<file path="config.mk">
export PLATFORM = sky130hd
export DESIGN_NAME = pali_cmd_queue
export DESIGN_NICKNAME = d
export VERILOG_FILES = /design/src/hw/rtl/path_arc_length_index_unit_macros.svh /design/src/hw/rtl/pali_pkg.sv /design/src/hw/rtl/pali_cmd_queue.sv
export SDC_FILE = /design/constraint.sdc
export NUM_CORES = 1
export LEC_CHECK = 0
export ABC_AREA = 1
export CORE_ASPECT_RATIO = 0.75
export CORE_UTILIZATION = 30
export CTS_CLUSTER_DIAMETER = 40
export DETAILED_ROUTE_END_ITERATION = 10
export DONT_BUFFER_PORTS = 1
export GPL_ROUTABILITY_DRIVEN = 0
export SKIP_CTS_REPAIR_TIMING = 1
export SYNTH_ARGS = -nofsm -noshare
export SYNTH_HDL_FRONTEND = slang
export SYNTH_SLANG_ARGS = --single-unit
</file>
<file path="constraint.sdc">
create_clock -name clock -period 8.9 [get_ports clock]
set_clock_uncertainty 0.05 [all_clocks]
set_input_delay 0.445 -clock clock [delete_from_list [all_inputs] [get_ports clock]]
set_output_delay 0.445 -clock clock [all_outputs]
set_load 0.1 [all_outputs]
</file>
<file path="src/hw/rtl/path_arc_length_index_unit_macros.svh">
// Assertion macros for the path arc-length index unit.
// Included by modules that carry concurrent assertions; no other dependencies.
`ifndef PATH_ARC_LENGTH_INDEX_UNIT_MACROS_SVH
`define PATH_ARC_LENGTH_INDEX_UNIT_MACROS_SVH
// Implication checked on every clock edge outside reset.
`define PALI_ASSERT_IMPL(label, clk, rst, ante, cons) \
   label: assert property (@(posedge clk) disable iff (rst) (ante) |-> (cons)) \
      else $error("implication failed");
// Next-cycle implication checked outside reset.
`define PALI_ASSERT_NEXT(label, clk, rst, ante, cons) \
   label: assert property (@(posedge clk) disable iff (rst) (ante) |=> (cons)) \
      else $error("assertion failed");
`endif

</file>
<file path="src/hw/rtl/pali_pkg.sv">
// Shared types and constants for the path arc-length index unit.
// No dependencies.
`timescale 1ns / 1ps
package pali_pkg;
   localparam logic [1:0] OP_APPEND = 2'd0;
   localparam logic [1:0] OP_QUERY  = 2'd1;
   localparam logic [1:0] OP_CLEAR  = 2'd2;
   localparam logic [1:0] OP_NONE   = 2'd3;

   localparam logic [2:0] ST_APPENDED = 3'd0;
   localparam logic [2:0] ST_FOUND    = 3'd1;
   localparam logic [2:0] ST_BEYOND   = 3'd2;
   localparam logic [2:0] ST_FULL     = 3'd3;
   localparam logic [2:0] ST_EMPTY    = 3'd4;
   localparam logic [2:0] ST_CLEARED  = 3'd5;

   localparam logic [16:0] TWO_PI_Q13 = 17'd51472;
   localparam logic [39:0] LEN_MAX = 40'hFF_FFFF_FFFF;
   localparam logic [15:0] WEIGHT_RESET = 16'd256;

   typedef struct packed {
      logic [1:0]  opcode;
      logic [31:0] pos_x;
      logic [31:0] pos_y;
      logic [31:0] pos_z;
      logic [15:0] roll;
      logic [15:0] pitch;
      logic [15:0] heading;
      logic [39:0] query_length;
   } cmd_type;

   typedef struct packed {
      logic [2:0]  status;
      logic [39:0] path_length;
      logic [9:0]  pose_index;
      logic [31:0] x;
      logic [31:0] y;
      logic [31:0] z;
      logic [15:0] roll;
      logic [15:0] pitch;
      logic [15:0] heading;
   } rsp_type;
endpackage

</file>
<file path="src/hw/rtl/pali_cmd_queue.sv">
// Two-entry command queue between the front end and the execution engine.
// Depends on pali_pkg.
`timescale 1ns / 1ps
module pali_cmd_queue
   import pali_pkg::*;
(
   input  logic    clock,
   input  logic    reset,
   input  logic    push_valid,
   output logic    push_ready,
   input  cmd_type push_data,
   output logic    pop_valid,
   input  logic    pop_ready,
   output cmd_type pop_data
);
   cmd_type    slot_ff [2];
   logic       wr_ptr_ff, rd_ptr_ff;
   logic [1:0] fill_ff;
   logic       do_push, do_pop;

   assign push_ready = (fill_ff != 2'd2);
   assign pop_valid  = (fill_ff != 2'd0);
   assign pop_data   = slot_ff[rd_ptr_ff];
   assign do_push    = push_valid && push_ready;
   assign do_pop     = pop_valid && pop_ready;

   always_ff @(posedge clock) begin
      if (do_push) begin
         slot_ff[wr_ptr_ff] <= push_data;
      end
      if (reset) begin
         wr_ptr_ff <= 1'b0;
         rd_ptr_ff <= 1'b0;
         fill_ff   <= 2'd0;
      end else begin
         if (do_push) wr_ptr_ff <= ~wr_ptr_ff;
         if (do_pop) rd_ptr_ff <= ~rd_ptr_ff;
         fill_ff <= fill_ff + {1'b0, do_push} - {1'b0, do_pop};
      end
   end
endmodule

</file>
==> reports/results.ini <==
[worst_setup_path]
cp_common_cell = buf_4
max_stage_delay_ns = 0.87
critPathMaxFanout = 53
r2r_setup_slack_ns = 5.06
critPathRequiredTime_ns = 8.41
crit_type = flop to output pin
reg2reg_depth = 6
cp_top_family = buffers and inverters
critical_path.cell_chain = buf_4 -> buf_4 -> mux2_4
critPathBufInv = 2
critPathSlowestCell = buf_4
worst_setup_path_start_kind = flop
end_kind = output pin
critPathArrivalTime_ns = 3.44
r2r_end = slot_ff[0][119]$_DFFE_PP_
reg2reg_from = fill_ff[0]$_SDFF_PP0_

[cells_and_area]
final_common_cell = edfxtp_1
nNetsFinal = 1029
diodes = 0
stdcell_count = 1503
n_fill_cell = 4210
postLayoutCellArea_um2 = 18200
multiInputGateArea_um2 = 2741
layout_common_cells = 372 x edfxtp_1, 187 x dlygate4sd3_1, 140 x mux2_4
area_delta_synth_final_pct = 27.76
layout-drive-gt1-share = 0.3070
regArea_um2 = 11270

[place]
pre_cts_ws_ns = 4.991
dp_hpwl_um = 17130
io_buffers = 0
numPlacedInstances = 1232
dpl_cell_area_um2 = 14890

[timing]
grt_setup_unrepaired = no
final.period_utilization = 0.4420
hold_violations = 0
clock.fmax_mhz = 254.2
setup_tns_ns = 0
tightest_slew_ns = 1.041
layout_setup_ws_ns = 4.966
fin_crit_ns = 3.934
slew_headroom = 0.3061
drv_slew = 0
setup_viol = 0

[job]
max_cap_viol_count = 0

[cts]
clock-sinks = 377
clk_pin_slew_ns = 0.05
h-tree-depth = 2
root_buffer = clkbuf_16
clock_path_buffers = 3
cts_tree = built
cts_buffers = 46
clk_latency_ns = 0.54

[global_routing]
grt-ovfl-total = 0
grt_max_degree = 118
grt_usage = 0.1026
grt_pass1_vias = 5828
grt_antenna_before_repair = 2
grt_pass1_wl_um = 36940

[run_status]
status = finished, final reports clean

[floorplanning]
dieHeight_um = 190.7
start_util = 0.3067
die-area_um2 = 48370
die_w_um = 253.6
rows = 68
ioPinCount = 378
core_region_area_um2 = 46450

[power]
power_density_nw_per_um2 = 376.5
leakage_nw = 6.316
ir_drop_uv = 339.9
fin_total_pwr_mw = 6.853

[synth]
postSynthAreaPerCell_um2 = 23.13
synth_nets = 808
yosysSeqAreaShare = 0.7911
synth.distinct_cells = 12
netlist_area_um2 = 14250
ys_seq_elements = 377
netlist_instances = 616
yosysWarnings = 0

[hold_path]
worstHoldPathType = input pin to flop
hold_depth = 2
worstHoldStart = push_valid
holdPathEnd = wr_ptr_ff$_SDFFE_PP0N_

[route]
routed_via_density = 4.244
met1Wirelength_um = 10780
wl_met2_um = 13080
drtIter0Drc = 316
wl_per_cell_um = 18.26
firstDrtPassIters = 6
wl_um = 27440
route.met3.wl_um = 2967
drc = 0
ant_nets = 0
vias = 6379
top_layer = met5

## state kept, by name (all words and copies together), names as in the netlist, named ones only
name / flops
slot_ff: 372
wr_ptr_ff: 1
fill_ff: 2
rd_ptr_ff: 1
## worst max path at each step
stage / endpoint / slack, ns / cells past startpoint
2_1_floorplan: slot_ff[0][0]$_DFFE_PP_ / 2.24 / 4
4_1_cts: pop_data[105] / 4.88 / 3
3_5_place_dp: slot_ff[0][124]$_DFFE_PP_ / 4.99 / 6
6_report: pop_data[98] / 4.97 / 3
5_1_grt: pop_data[82] / 4.78 / 3
3_3_place_gp: slot_ff[0][124]$_DFFE_PP_ / 5.02 / 6
## cells in the mapped netlist
library cell,n,area share
nand3_1,3,0.0011
a21oi_1,2,0.00070
buf_2,4,0.0014
nand2_1,8,0.0021
dfxtp_1,5,0.0070
nor2_1,9,0.0024
mux2_2,46,0.036
buf_6,17,0.013
ha_1,2,0.0018
mux2_4,140,0.15
inv_1,8,0.0021
edfxtp_1,372,0.78
## per-layer routing
| metal | GRT usage | vias to the layer above |
|---|---|---|
| li1 | - | 2885 |
| met5 | 0 | - |
| met2 | 0.1610 | 266 |
| met1 | 0.1104 | 3174 |
| met3 | 0.06620 | 50 |
| met4 | 0.03869 | 4 |
## power breakdown
part / total [mW] / internal [mW] / switching, mW
sequential: 2.33 / 2.25 / 0.0748
clock: 1.73 / 1.01 / 0.722
combinational: 2.80 / 0.491 / 2.30
## through the flow
| stage | hold slack [ns] | utilization |
|---|---|---|
| final | 0.03555 | 0.3918 |
| after global routing | 0.01909 | 0.3918 |
| after CTS | -0.1311 | 0.3515 |
| after detailed placement | 0.4516 | 0.3206 |
| after global placement | 0.4352 | 0.3206 |
| after floorplan | 0.4175 | - |
## logic make-up (layout without fill, tap and decap cells)
family | Yosys count | in the layout | share of synthesized area
AO/OA/AOI/OAI | 2 | 2 | 0.0007026
adder cells (fa/ha/maj) | 2 | 2 | 0.001756
buffers and inverters | 29 | 286 | 0.01695
flip-flops | 377 | 377 | 0.7911
multiplexers | 186 | 186 | 0.1839
AND/OR/NAND/NOR | 20 | 20 | 0.005533
## layout make-up
type                            count  share of cell area
Tap cell                          630             0.04331
Clock buffer                       51             0.06544
Timing Repair Buffer              194              0.1057
Clock inverter                     33             0.01340
Multi-Input combinational cell    210              0.1506
Inverter                            8            0.002062
Sequential cell                   377              0.6194
No activity file was read; power rests on OpenSTA's default activity.
